## config.mk

```make
export PLATFORM = sky130hd
export DESIGN_NAME = touch_report_decode_remap_core
export DESIGN_NICKNAME = d
export VERILOG_FILES = /design/src/design/tdrr_pkg.sv /design/src/design/tdrr_capture.sv /design/src/design/tdrr_decode.sv /design/src/design/touch_report_decode_remap_core.sv
export SDC_FILE = /design/constraint.sdc
export NUM_CORES = 1
export LEC_CHECK = 0
export BUFFER_PORTS_ARGS = -buffer_cell sky130_fd_sc_hd__buf_2
export CORE_MARGIN = 5
export CORE_UTILIZATION = 54
export CTS_CLUSTER_DIAMETER = 100
export DETAILED_ROUTE_END_ITERATION = 6
export PLACE_DENSITY_LB_ADDON = 0.12
export SLEW_MARGIN = 40
export SYNTH_ARGS = -nofsm -noshare
export SYNTH_HDL_FRONTEND = slang
export SYNTH_SLANG_ARGS = --single-unit
export TNS_END_PERCENT = 30
```

## constraint.sdc

```tcl
create_clock -name aclk -period 4.97 [get_ports aclk]
set_input_delay 0.2485 -clock aclk [delete_from_list [all_inputs] [get_ports aclk]]
set_output_delay 0.2485 -clock aclk [all_outputs]
set_load 0.03 [all_outputs]
```

## src/design/tdrr_pkg.sv

```systemverilog
// ----------------------------------------------------------------------------
// tdrr_pkg - touch report decode and remap, shared definitions
// Field widths, register indexes, rotation codes and the item/result types.
// ----------------------------------------------------------------------------
package tdrr_pkg;

    localparam int BURST_BYTES = 11;
    localparam int LAST_INDEX  = BURST_BYTES - 1;
    localparam int POS_W       = 4;
    localparam int COORD_W     = 12;
    localparam int ID_W        = 4;
    localparam int CFG_INDEX_W = 2;
    localparam int CFG_DATA_W  = 12;

    localparam int IN_DATA_W   = 8;
    localparam int IN_USER_W   = 2;

    localparam logic [COORD_W-1:0] X_MAX_RESET = 12'd319;
    localparam logic [COORD_W-1:0] Y_MAX_RESET = 12'd479;

    typedef logic [7:0] byte_t;
    typedef logic [COORD_W-1:0] coord_t;
    typedef logic [ID_W-1:0] id_t;

    typedef enum logic [CFG_INDEX_W-1:0] {
        CFG_ROTATION     = 2'd0,
        CFG_REMAP_ENABLE = 2'd1,
        CFG_PANEL_X_MAX  = 2'd2,
        CFG_PANEL_Y_MAX  = 2'd3
    } cfg_index_t;

    typedef enum logic [1:0] {
        ROT_PORTRAIT         = 2'd0,
        ROT_LANDSCAPE        = 2'd1,
        ROT_PORTRAIT_FLIPPED = 2'd2,
        ROT_LANDSCAPE_FLIP   = 2'd3
    } rotation_t;

    typedef struct packed {
        rotation_t rotation;
        logic      remap_enable;
        coord_t    panel_x_max;
        coord_t    panel_y_max;
    } config_t;

    // first member sits in the top bits, so touched ends up at bit 0
    typedef struct packed {
        id_t        second_id;
        coord_t     second_y;
        coord_t     second_x;
        id_t        first_id;
        coord_t     first_y;
        coord_t     first_x;
        logic [1:0] touch_count;
        logic       touched;
    } result_t;

    localparam int RESULT_W   = $bits(result_t);
    localparam int OUT_DATA_W = ((RESULT_W + 7) / 8) * 8;
    localparam int OUT_PAD_W  = OUT_DATA_W - RESULT_W;

    typedef struct packed {
        logic fire;   // item in the input register is consumed this cycle
        logic emit;   // the item in the input register gives a result
        logic abort;  // bus error: result is all zero
    } step_t;

    typedef struct packed {
        byte_t [BURST_BYTES-1:0] b;
    } burst_t;

endpackage

```

## src/design/tdrr_capture.sv

```systemverilog
// ----------------------------------------------------------------------------
// tdrr_capture - byte capture and burst position tracking
// Input register, position count and byte store; flags the last byte.
// ----------------------------------------------------------------------------
module tdrr_capture (
    input  logic                              aclk,
    input  logic                              aresetn,
    input  logic                              s_tvalid,
    output logic                              s_tready,
    input  logic [tdrr_pkg::IN_DATA_W-1:0]    s_tdata,
    input  logic [tdrr_pkg::IN_USER_W-1:0]    s_tuser,
    input  logic                              out_free,
    output tdrr_pkg::step_t                   step,
    output tdrr_pkg::burst_t                  burst
);

    logic                           in_valid_reg, in_valid_next;
    tdrr_pkg::byte_t                in_byte_reg;
    logic                           in_start_reg;
    logic                           in_err_reg;
    logic [tdrr_pkg::POS_W-1:0]     pos_reg, pos_next;
    tdrr_pkg::byte_t                store_reg [tdrr_pkg::LAST_INDEX];

    logic [tdrr_pkg::POS_W-1:0]     idx;
    logic                           is_last;
    logic                           emit_cand;
    logic                           accept;

    always_comb begin
        if (in_start_reg || (pos_reg >= tdrr_pkg::POS_W'(tdrr_pkg::BURST_BYTES))) begin
            idx = '0;
        end else begin
            idx = pos_reg;
        end
    end

    assign is_last   = (idx == tdrr_pkg::POS_W'(tdrr_pkg::LAST_INDEX));
    assign emit_cand = in_err_reg || is_last;

    assign step.fire  = in_valid_reg && (!emit_cand || out_free);
    assign step.emit  = emit_cand;
    assign step.abort = in_err_reg;

    // a result-bearing item waits only while the result register is full and not taken
    assign s_tready = !in_valid_reg || !emit_cand || out_free;
    assign accept   = s_tvalid && s_tready;

    always_comb begin
        if (accept) begin
            in_valid_next = 1'b1;
        end else if (step.fire) begin
            in_valid_next = 1'b0;
        end else begin
            in_valid_next = in_valid_reg;
        end
    end

    always_comb begin
        pos_next = pos_reg;
        if (step.fire) begin
            if (emit_cand) begin
                pos_next = '0;
            end else begin
                pos_next = idx + 1'b1;
            end
        end
    end

    always_ff @(posedge aclk) begin
        if (!aresetn) begin
            in_valid_reg <= 1'b0;
            pos_reg      <= '0;
        end else begin
            in_valid_reg <= in_valid_next;
            pos_reg      <= pos_next;
        end
    end

    always_ff @(posedge aclk) begin
        if (accept) begin
            in_byte_reg  <= s_tdata;
            in_start_reg <= s_tuser[0];
            in_err_reg   <= s_tuser[1];
        end
    end

    // the last byte is never stored: decode takes it straight from the input register
    always_ff @(posedge aclk) begin
        for (int i = 0; i < tdrr_pkg::LAST_INDEX; i++) begin
            if (step.fire && !emit_cand && (idx == tdrr_pkg::POS_W'(i))) begin
                store_reg[i] <= in_byte_reg;
            end
        end
    end

    always_comb begin
        for (int i = 0; i < tdrr_pkg::LAST_INDEX; i++) begin
            burst.b[i] = store_reg[i];
        end
        burst.b[tdrr_pkg::LAST_INDEX] = in_byte_reg;
    end

endmodule

```

## src/design/tdrr_decode.sv

```systemverilog
// ----------------------------------------------------------------------------
// tdrr_decode - report unpack, id ordering and rotation remap
// Combinational decode of a complete burst into one result.
// ----------------------------------------------------------------------------
module tdrr_decode (
    input  tdrr_pkg::burst_t  burst,
    input  tdrr_pkg::config_t cfg,
    output tdrr_pkg::result_t result
);

    function automatic tdrr_pkg::coord_t flip_clamp(
        input tdrr_pkg::coord_t raw,
        input tdrr_pkg::coord_t max
    );
        return (raw <= max) ? (max - raw) : '0;
    endfunction

    function automatic logic [2*tdrr_pkg::COORD_W-1:0] map_point(
        input tdrr_pkg::coord_t  rx,
        input tdrr_pkg::coord_t  ry,
        input tdrr_pkg::config_t c
    );
        tdrr_pkg::coord_t sx;
        tdrr_pkg::coord_t sy;
        sx = rx;
        sy = ry;
        if (c.remap_enable) begin
            case (c.rotation)
                tdrr_pkg::ROT_LANDSCAPE: begin
                    sx = ry;
                    sy = flip_clamp(rx, c.panel_x_max);
                end
                tdrr_pkg::ROT_PORTRAIT_FLIPPED: begin
                    sx = flip_clamp(rx, c.panel_x_max);
                    sy = flip_clamp(ry, c.panel_y_max);
                end
                tdrr_pkg::ROT_LANDSCAPE_FLIP: begin
                    sx = flip_clamp(ry, c.panel_y_max);
                    sy = rx;
                end
                default: begin
                    sx = rx;
                    sy = ry;
                end
            endcase
        end
        return {sy, sx};
    endfunction

    logic [3:0]        count;
    logic              valid_count;
    logic              two;
    tdrr_pkg::coord_t  ax, ay, bx, by;
    tdrr_pkg::id_t     aid, bid;
    tdrr_pkg::coord_t  lo_x, lo_y, hi_x, hi_y;
    tdrr_pkg::id_t     lo_id, hi_id;
    logic              swap;
    logic [2*tdrr_pkg::COORD_W-1:0] lo_map, hi_map;

    assign count       = burst.b[0][3:0];
    assign valid_count = (count == 4'd1) || (count == 4'd2);
    assign two         = (count == 4'd2);

    assign ax  = {burst.b[1][3:0], burst.b[2]};
    assign ay  = {burst.b[3][3:0], burst.b[4]};
    assign aid = burst.b[3][7:4];
    assign bx  = {burst.b[7][3:0], burst.b[8]};
    assign by  = {burst.b[9][3:0], burst.b[10]};
    assign bid = burst.b[9][7:4];

    assign swap  = two && (aid > bid);
    assign lo_x  = swap ? bx  : ax;
    assign lo_y  = swap ? by  : ay;
    assign lo_id = swap ? bid : aid;
    assign hi_x  = swap ? ax  : bx;
    assign hi_y  = swap ? ay  : by;
    assign hi_id = swap ? aid : bid;

    assign lo_map = map_point(lo_x, lo_y, cfg);
    assign hi_map = map_point(hi_x, hi_y, cfg);

    always_comb begin
        result = '0;
        if (valid_count) begin
            result.touched     = 1'b1;
            result.touch_count = count[1:0];
            result.first_x     = lo_map[tdrr_pkg::COORD_W-1:0];
            result.first_y     = lo_map[2*tdrr_pkg::COORD_W-1:tdrr_pkg::COORD_W];
            result.first_id    = lo_id;
            if (two) begin
                result.second_x  = hi_map[tdrr_pkg::COORD_W-1:0];
                result.second_y  = hi_map[2*tdrr_pkg::COORD_W-1:tdrr_pkg::COORD_W];
                result.second_id = hi_id;
            end
        end
    end

endmodule

```

## src/design/touch_report_decode_remap_core.sv

```systemverilog
// ----------------------------------------------------------------------------
// touch_report_decode_remap_core - touch report decoder with rotation remap
// Takes report bytes one per item and gives one result per burst or bus error.
// ----------------------------------------------------------------------------
// Path: the last byte (or errored byte) of a burst is accepted into the input register,
// then decoded into the result register, which drives the master side.
// Throughput: one byte per cycle; a result-bearing byte waits only while the
// result register holds a result that is not being taken.
// Reset (aresetn low, synchronous): clears valids and position, and loads the
// configuration defaults (rotation 1, remap on, X max 319, Y max 479).
module touch_report_decode_remap_core (
    input  logic                                aclk,
    input  logic                                aresetn,
    input  logic                                s_tvalid,
    output logic                                s_tready,
    input  logic [tdrr_pkg::IN_DATA_W-1:0]      s_tdata,   // [7:0] report_byte
    input  logic [tdrr_pkg::IN_USER_W-1:0]      s_tuser,   // [0] start_of_burst, [1] bus_error
    output logic                                m_tvalid,
    input  logic                                m_tready,
    // [0] touched, [2:1] touch_count, [14:3] first_x, [26:15] first_y,
    // [30:27] first_id, [42:31] second_x, [54:43] second_y, [58:55] second_id
    output logic [tdrr_pkg::OUT_DATA_W-1:0]     m_tdata,
    input  logic                                cfg_we,
    input  logic [tdrr_pkg::CFG_INDEX_W-1:0]    cfg_index,
    input  logic [tdrr_pkg::CFG_DATA_W-1:0]     cfg_wdata
);

    tdrr_pkg::config_t  cfg_reg;
    tdrr_pkg::step_t    step;
    tdrr_pkg::burst_t   burst;
    tdrr_pkg::result_t  decoded;
    tdrr_pkg::result_t  result_reg, result_next;
    logic               m_valid_reg, m_valid_next;
    logic               out_free;

    always_ff @(posedge aclk) begin
        if (!aresetn) begin
            cfg_reg.rotation     <= tdrr_pkg::ROT_LANDSCAPE;
            cfg_reg.remap_enable <= 1'b1;
            cfg_reg.panel_x_max  <= tdrr_pkg::X_MAX_RESET;
            cfg_reg.panel_y_max  <= tdrr_pkg::Y_MAX_RESET;
        end else if (cfg_we) begin
            case (tdrr_pkg::cfg_index_t'(cfg_index))
                tdrr_pkg::CFG_ROTATION:
                    cfg_reg.rotation <= tdrr_pkg::rotation_t'(cfg_wdata[1:0]);
                tdrr_pkg::CFG_REMAP_ENABLE:
                    cfg_reg.remap_enable <= cfg_wdata[0];
                tdrr_pkg::CFG_PANEL_X_MAX:
                    cfg_reg.panel_x_max <= cfg_wdata;
                tdrr_pkg::CFG_PANEL_Y_MAX:
                    cfg_reg.panel_y_max <= cfg_wdata;
                default: ;
            endcase
        end
    end

    assign out_free = !m_valid_reg || m_tready;

    tdrr_capture u_capture (
        .aclk     (aclk),
        .aresetn  (aresetn),
        .s_tvalid (s_tvalid),
        .s_tready (s_tready),
        .s_tdata  (s_tdata),
        .s_tuser  (s_tuser),
        .out_free (out_free),
        .step     (step),
        .burst    (burst)
    );

    tdrr_decode u_decode (
        .burst  (burst),
        .cfg    (cfg_reg),
        .result (decoded)
    );

    always_comb begin
        m_valid_next = m_valid_reg;
        result_next  = result_reg;
        if (step.fire && step.emit) begin
            m_valid_next = 1'b1;
            result_next  = step.abort ? '0 : decoded;
        end else if (m_tready) begin
            m_valid_next = 1'b0;
        end
    end

    always_ff @(posedge aclk) begin
        if (!aresetn) begin
            m_valid_reg <= 1'b0;
        end else begin
            m_valid_reg <= m_valid_next;
        end
    end

    always_ff @(posedge aclk) begin
        result_reg <= result_next;
    end

    assign m_tvalid = m_valid_reg;
    assign m_tdata  = {{tdrr_pkg::OUT_PAD_W{1'b0}}, result_reg};

endmodule

```

==> results of run 1 <==
## repair_timing
action                     in CTS  in global routing
hold buffers                   10                  0
hold endpoints to repair       10                  0
setup endpoints to repair       0                  9
resized for setup               0                  9
## report_power, final
part	leakage, nW	switching (W)	internal [W]
logic	3.10	0.000302	0.000165
registers	1.40	0.0000442	0.00141
clock network	0.293	0.000636	0.000724
total	4.79	0.000983	0.00230
## layer usage
metal | GRT usage | vias to the layer above | routed length, um
met5 | 0 | - | 0
met4 | 0.129 | 0 | 1740
met3 | 0.0821 | 113 | 4150
met2 | 0.438 | 654 | 15100
met1 | 0.434 | 4675 | 15300
li1 | - | 4684 | -
## worst paths after layout
kind | start | end | slack [ns] | cells past startpoint
worst min-delay path | cfg_wdata[5] | cfg_reg[17] | 0.03 | 3
worst min register to register | u_capture.pos_reg[2] | u_capture.pos_reg[2] | 0.58 | 2
worst max-delay path | u_capture.store_reg[3][5] | m_tdata[38] | 0.25 | 18
worst max register to register | u_capture.store_reg[3][5] | m_tdata[38] | 0.25 | 18
## area by class of cell
cell class / instances / area [um^2]
flip-flops and latches: 154 / 4290
inverters: 41 / 154
clock buffers: 18 / 429
repair buffers: 146 / 902
multi-input cells: 925 / 6250
clock inverters: 14 / 178
well taps: 270 / 338
fillers: 1762 / 7620
## cells by family (layout without fill, tap and decap cells)
kind of cell	Yosys count	after routing
simple gates	391	391
compound gates	383	383
flops	154	154
buf+inv	124	219
xor+xnor	64	64
fa+ha+maj	44	44
mux	38	38
other cells	1	5
## stage by stage
stage	total power, W	cell area (um^2)
6_report	0.00328	12500
2_1_floorplan	0.00179	11000
4_1_cts	0.00326	12500
5_1_grt	0.00339	12500
3_5_place_dp	0.00193	11800
3_3_place_gp	0.00192	11800
## critical path, delay by kind of cell, from the launching register on
| kind | cells | cell delay, ns |
|---|---|---|
| xor gates and xnor gates | 1 | 0.19 |
| adders and majority gates | 2 | 0.50 |
| AOI/OAI and AO/OA | 8 | 2.06 |
| muxes | 1 | 0.35 |
| DFF | 1 | 0.42 |
| and+or+nand+nor | 6 | 1.04 |
## synthesized netlist by cell type, types with 19 or more instances
master    number
nor3_1        23
xnor2_1       52
ha_1          28
nand3_1       32
nand2_1      165
a211oi_1      32
and3_1        19
o21ai_0       73
a221oi_1      21
o211ai_1      32
edfxtp_1     121
and2_1        22
clkbuf_1      57
inv_1         39
mux2i_1       21
nor2_1        55
dfxtp_1       33
a21oi_1       72
==> results_dict.tcl, run 1 <==
set metrics [dict create \
    cts_inserted_buffers 17 \
    synth_top_family_by_area "compound AO/OA/AOI/OAI gates" \
    routed_wl_mm 36.3 \
    route.detailed.drc 0 \
    ys_seq_elements 154 \
    post_cts_buffers 0 \
    htreeDepth 4 \
    p_per_area_nw_per_um2 262 \
    grt_pass1_vias 9190 \
    synthCells 1199 \
    layout_commonest_cell "nand2_1" \
    hold_slack_ns 0.0306 \
    final-max-slew-violation-count 0 \
    synthSimpleGateAreaFrac 0.171 \
    critPathRequiredTime_ns 5.24 \
    fin_crit_ns 4.72 \
    cp_max_fo 10 \
    start_util 0.546 \
    status "finished clean" \
    final-setup-viol-count 0 \
    grtUsageTotal 0.305 \
    slew_headroom 0.462 \
    drive_gt1_frac 0.183 \
    dp_cells 1526 \
    cp_slowest_stage_delay_ns 0.42 \
    finalWeightedCongestion 1.05 \
    ctsRootBufferMaster "clkbuf_16" \
    die-area_um2 23300 \
    tns_ns 0 \
    path_cells "ha_1 -> nor2b_1 -> o211a_2 -> o21ai_4 -> nand2_1 -> nand2_1 -> ha_1 -> nand2_1 -> a211oi_1 -> a211oi_2 -> o31ai_2 -> a221oi_2 -> nor4_2 -> and4bb_2 -> xnor2_1 -> mux2_1 -> o311a_1 -> a221oi_2" \
    synth_edf_count 121 \
    cp-start-kind "flip-flop" \
    criticalPathCategory "flip-flop to flip-flop" \
    cts.clk_slew.worst_paths_ns 0.07 \
    antenna_cells 0 \
    syn_area_per_cell_um2 9.18 \
    largest_reg_flops 59 \
    worst_pin_slew_ns 0.785 \
    clkSinkCount 154 \
    drt_iter0_drc 1246 \
    mostFrequentLayoutCells "165 x nand2_1, 121 x edfxtp_1, 89 x buf_2" \
    path_common_cell "nand2_1" \
    firstDrtPassIters 6 \
    cp-end-kind "flip-flop" \
    syn_to_final_growth_pct 14.0 \
    clk_path_buf_depth 2 \
    hold_violations 0 \
    overflow 0 \
    antenna_found_initial 0 \
    grt_pass1_wl_mm 55.1 \
    clock.fmax_mhz 212 \
    place_ws_ns 0.219 \
    wl_per_cell_um 23.2 \
    antenna_left 0 \
    p_leak_nw 4.79 \
    fin_ws_ns 0.246 \
    cp.arrival_ns 4.99 \
    grt_start_max_net_pins 60 \
    synth_top_area_frac 0.330 \
    synth_xor_area_frac 0.0509 \
    synth_top_cell_by_area "edfxtp_1" \
    ys_types 93 \
    ys_seq_area_frac 0.390 \
    grt_setup_unrepaired "no" \
    die_x_um 153 \
    cts_tree "done" \
    synth-main-ff-cell "edfxtp_1" \
    instances_no_fill 1568 \
    std_cell_rows 52 \
    final_net_count 1342 \
    ir_worst_vdd_mv 0.240 \
    via_per_inst 6.46 \
    cp_slowest_cell "edfxtp_1" \
    synth_area_um2 11000 \
    synth_compound_gate_area_share 0.252 \
    async_flop_share 0 \
    finClkSkew_ns 0.0156 \
    dp_hpwl_mm 27.8 \
    synth_area_leaders "edfxtp_1 33%, dfxtp_1 6.0%, nand2_1 5.6%" \
    insertion_delay_ns 0.44 \
    synth_warnings 0 \
    coreArea_um2 20200 \
    ios 95 \
    maxCapViolCount 0 \
    synth_mux_area_frac 0.0398 \
    hold_class "primary input to flip-flop" \
    synth_fa_ha_area_frac 0.0471 \
    port_buffers 89 \
    finalCritPeriodShare 0.951 \
    vias 10100 \
    post-route-util 0.622 \
    die_height_um 153 \
]
(Power assumes the default switching activity.)
==> run 2: changes to the inputs <==
- CTS_BUF_LIST: unset -> sky130_fd_sc_hd__clkbuf_4 sky130_fd_sc_hd__clkbuf_8 sky130_fd_sc_hd__clkbuf_16
==> results_dict.tcl, run 2 (synthesized netlist as in run 1, its figures left out) <==
set metrics [dict create \
    status "finished clean" \
    routed_wl_mm 36.3 \
    hold_slack_ns 0.0306 \
    r2r_cells 18 \
    layout_commonest_cell "nand2_1" \
    hold_violations 0 \
    clkSinkCount 154 \
    cp_max_fo 10 \
    die_height_um 153 \
    holdPathStages 3 \
    start_util 0.546 \
    htreeDepth 4 \
    clk_path_buf_depth 2 \
    p_sw_frac 0.299 \
    port_buffers 89 \
    dp_hpwl_mm 27.8 \
    final-setup-viol-count 0 \
    cts_inserted_buffers 17 \
    slew_headroom 0.463 \
    finalCritPeriodShare 0.951 \
    mostFrequentLayoutCells "165 x nand2_1, 121 x edfxtp_1, 89 x buf_2" \
    antenna_found_initial 0 \
    worst_pin_slew_ns 0.783 \
    fin_crit_ns 4.72 \
    reg2reg_slack_ns 0.25 \
    antenna_left 0 \
    p_per_area_nw_per_um2 262 \
    critPathRequiredTime_ns 5.24 \
    grtUsageTotal 0.305 \
    drt_iter0_drc 1246 \
    cp-start-kind "flip-flop" \
    route.detailed.drc 0 \
    tns_ns 0 \
    final_net_count 1342 \
    grt_start_max_net_pins 60 \
    ctsRootBufferMaster "clkbuf_16" \
    final-max-slew-violation-count 0 \
    ir_worst_vdd_mv 0.240 \
    std_cell_rows 52 \
    hold_class "primary input to flip-flop" \
    post_cts_buffers 0 \
    finClkSkew_ns 0.0156 \
    finalWeightedCongestion 1.05 \
    die_x_um 153 \
    clock.fmax_mhz 212 \
    wl_per_cell_um 23.2 \
    via_per_inst 6.46 \
    coreArea_um2 20200 \
    die-area_um2 23300 \
    cts.clk_slew.worst_paths_ns 0.07 \
    grt_pass1_vias 9190 \
    seqPwrFrac 0.443 \
    cp.arrival_ns 4.99 \
    post-route-util 0.622 \
    fin_ws_ns 0.246 \
    p_leak_nw 4.79 \
    largest_reg_flops 59 \
    place_ws_ns 0.219 \
    p_switching_w 0.000982 \
    p_int_w 0.00231 \
    cp-end-kind "flip-flop" \
    syn_to_final_growth_pct 14.0 \
    grt_pass1_wl_mm 55.1 \
    clkPwrFrac 0.415 \
    overflow 0 \
    firstDrtPassIters 6 \
    grt_setup_unrepaired "no" \
    vias 10100 \
    criticalPathCategory "flip-flop to flip-flop" \
    ios 95 \
    cts_tree "done" \
    combPwrFrac 0.142 \
    drive_gt1_frac 0.184 \
    maxCapViolCount 0 \
    antenna_cells 0 \
    insertion_delay_ns 0.44 \
]
## run 2: cell counts in the layout (fill, tap and decap cells not counted)
Identical to the previous run, type by type.
## run 2: layout make-up
| type | instances | area [um^2] |
|---|---|---|
| fillers | 1760 | 7620 |
| inverters | 41 | 154 |
| flip-flops and latches | 154 | 4290 |
| multi-input cells | 925 | 6250 |
| repair buffers | 146 | 902 |
| clock buffers | 18 | 433 |
| clock inverters | 14 | 178 |
| well taps | 270 | 338 |
## run 2: per-layer routing
layer,routed length (um),GRT usage
met5,0,0
met4,1760,0.129
met3,4160,0.0821
met2,15100,0.438
met1,15300,0.434
## run 2: worst max-delay path, cell delays in order, from the launching register on
cell and delay [ns]:
edfxtp_1 0.42, ha_1 0.32, nor2b_1 0.16, o211a_2 0.33, o21ai_4 0.20, nand2_1 0.08, nand2_1 0.12, ha_1 0.18
nand2_1 0.06, a211oi_1 0.39, a211oi_2 0.12, o31ai_2 0.36, a221oi_2 0.11, nor4_2 0.31, and4bb_2 0.31, xnor2_1 0.19
mux2_1 0.35, o311a_1 0.31, a221oi_2 0.24
## run 2: path summary, 6_finish.rpt
path / from / end
max: u_capture.store_reg[3][5] / m_tdata[38]
min: cfg_wdata[5] / cfg_reg[17]
min reg2reg: u_capture.pos_reg[2] / u_capture.pos_reg[2]
max reg2reg: u_capture.store_reg[3][5] / m_tdata[38]
## run 2: stage by stage
step	total power [W]	instance area (um^2)	std cells
CTS	0.00327	12500	1568
global placement	0.00192	11800	1526
detailed placement	0.00193	11800	1526
finish	0.00329	12600	1568
floorplan	0.00179	11000	1203
global route	0.00339	12600	1568
## run 2: repair_timing
action / 4_1_cts / 5_1_grt
gates resized for setup: 0 / 9
endpoints found under the hold margin: 10 / 0
setup endpoints to repair: 0 / 9
hold buffers: 10 / 0
## run 2: power groups by stage
stage	Sequential, W	Combinational (W)	Clock [W]
3_5_place_dp	0.00148	0.000442	0
4_1_cts	0.00145	0.000450	0.00137
5_1_grt	0.00146	0.000499	0.00144
6_report	0.00146	0.000467	0.00136
2_1_floorplan	0.00148	0.000308	0
3_3_place_gp	0.00148	0.000440	0
==> run 3: changes to the inputs <==
- clock period: 4.97 -> 4.2 ns (I/O delays scaled with it)
==> results_dict.tcl, run 3 (synthesized netlist as in run 1, its figures left out) <==
set metrics [dict create \
    status "complete, but fails checks" \
    violations "setup timing" \
    grt_setup_unrepaired "yes" \
    r2r-start "u_capture.store_reg[9][7]" \
    drive_gt1_frac 0.334 \
    port_buffers 89 \
    criticalPathCategory "flip-flop to flip-flop" \
    final-setup-viol-count 14 \
    firstDrtPassIters 5 \
    cp-end-kind "flip-flop" \
    maxCapViolCount 0 \
    worst_pin_slew_ns 0.830 \
    insertion_delay_ns 0.45 \
    fin_crit_ns 4.31 \
    wl_per_cell_um 23.2 \
    cp.arrival_ns 4.58 \
    fin_ws_ns -0.114 \
    clkSinkCount 154 \
    crit_path_start "u_capture.store_reg[9][7]" \
    cp-start-kind "flip-flop" \
    cts.clk_slew.worst_paths_ns 0.07 \
    critPathRequiredTime_ns 4.47 \
    hold_violations 0 \
    routed_wl_mm 40.2 \
    min_to "u_capture.in_valid_reg" \
    finalCritPeriodShare 1.03 \
    clk_path_buf_depth 2 \
    r2r_cells 20 \
    final-max-slew-violation-count 0 \
    grt_pass1_vias 9953 \
    grtUsageTotal 0.325 \
    min_from "s_tvalid" \
    dp_hpwl_mm 30.4 \
    clock.fmax_mhz 232 \
    start_util 0.546 \
    htreeDepth 4 \
    syn_to_final_growth_pct 31.8 \
    layout_commonest_cell "buf_4" \
    vias 11000 \
    antenna_left 0 \
    antenna_cells 0 \
    reg2reg_slack_ns -0.11 \
    holdPathStages 3 \
    ios 95 \
    antenna_found_initial 0 \
    drt_iter0_drc 1133 \
    reg2reg_to "m_tdata[38]" \
    instances_no_fill 1734 \
    hold_slack_ns 0.0160 \
    ir_worst_vdd_mv 0.288 \
    route.detailed.drc 0 \
    overflow 0 \
    largest_reg_flops 59 \
    grt_pass1_wl_mm 58.8 \
    hold_class "primary input to flip-flop" \
    grt_start_max_net_pins 37 \
    slew_headroom 0.446 \
    mostFrequentLayoutCells "199 x buf_4, 159 x nand2_1, 121 x edfxtp_1" \
    finClkSkew_ns 0.0147 \
    p_per_area_nw_per_um2 276 \
    die_x_um 153 \
    finalWeightedCongestion 0.997 \
    via_per_inst 6.31 \
    cts_tree "done" \
    cts_inserted_buffers 17 \
    dp_cells 1659 \
    std_cell_rows 52 \
    p_leak_nw 5.75 \
    ctsRootBufferMaster "clkbuf_16" \
    cp_max_fo 7 \
    die_height_um 153 \
    final_net_count 1508 \
    die-area_um2 23300 \
    coreArea_um2 20200 \
]
-- run 3: changes by cell type in the layout (fill, tap and decap cells not counted), moves of 7 or more --
cell      before  now
a211oi_1      32   24
a221oi_1      20   12
a221oi_2       5   13
buf_4         46  199
buf_6          1    8
ha_1          28   19
o21ai_0       73   66
-- run 3: layout make-up --
type	count	area, um^2
Fill cell	1515	5660
Clock buffer	17	425
Timing Repair Buffer	311	2210
Sequential cell	154	4290
Inverter	41	154
Multi-Input combinational cell	926	6900
Clock inverter	15	191
Tap cell	270	338
-- run 3: report_power, final --
group / internal, W / switching [W]
sequential: 0.00167 / 0.0000549
combinational: 0.000273 / 0.000402
clock: 0.000813 / 0.000791
-- run 3: how the worst max path moves through the flow --
stage,endpoint,slack [ns],cells after the start
2_1_floorplan,m_tdata[38],-0.35,22
3_3_place_gp,m_tdata[13],-0.05,18
3_5_place_dp,m_tdata[13],-0.17,18
4_1_cts,m_tdata[38],-0.03,19
5_1_grt,m_tdata[38],-0.30,17
6_report,m_tdata[38],-0.11,20
-- run 3: stage by stage --
stage | area (um^2) | util | total power [W] | TNS, ns | setup slack, ns
6_report | 14500 | 0.719 | 0.00400 | -0.675 | -0.114
3_5_place_dp | 13000 | 0.645 | 0.00235 | -2.25 | -0.172
4_1_cts | 13900 | 0.688 | 0.00395 | -0.102 | -0.0314
3_3_place_gp | 13000 | 0.645 | 0.00235 | -0.440 | -0.0514
2_1_floorplan | 11300 | - | 0.00213 | -0.867 | -0.351
5_1_grt | 14500 | 0.719 | 0.00412 | -4.30 | -0.300
-- run 3: layer usage --
metal  GRT usage  vias to the layer above  wire, um
met5           0                        -         0
li1            -                     5017         -
met1       0.452                     5120     16400
met2       0.485                      689     17400
met4       0.141                        0      2120
met3      0.0761                      124      4300
-- run 3: what timing repair did --
item,in CTS,in global routing
buffers inserted,6,24
setup endpoints to repair,43,48
endpoints found under the hold margin,12,0
cloned,0,1
pin swaps,7,51
hold buffers,12,0
resized for setup,11,92
-- run 3: critical path: stages (launching register included) --
cell      delay [ns]
edfxtp_1        0.41
inv_2           0.09
ha_4            0.23
nand4_1         0.17
buf_4           0.16
nand2_4         0.09
a21oi_4         0.24
nand2_1         0.10
nand2_2         0.10
ha_4            0.14
nand2_2         0.07
a211oi_4        0.27
a211oi_4        0.09
o31ai_4         0.26
nand2_1         0.15
o211a_1         0.26
and4bb_2        0.26
xnor2_2         0.17
mux2_4          0.31
o311a_1         0.34
a221oi_2        0.22
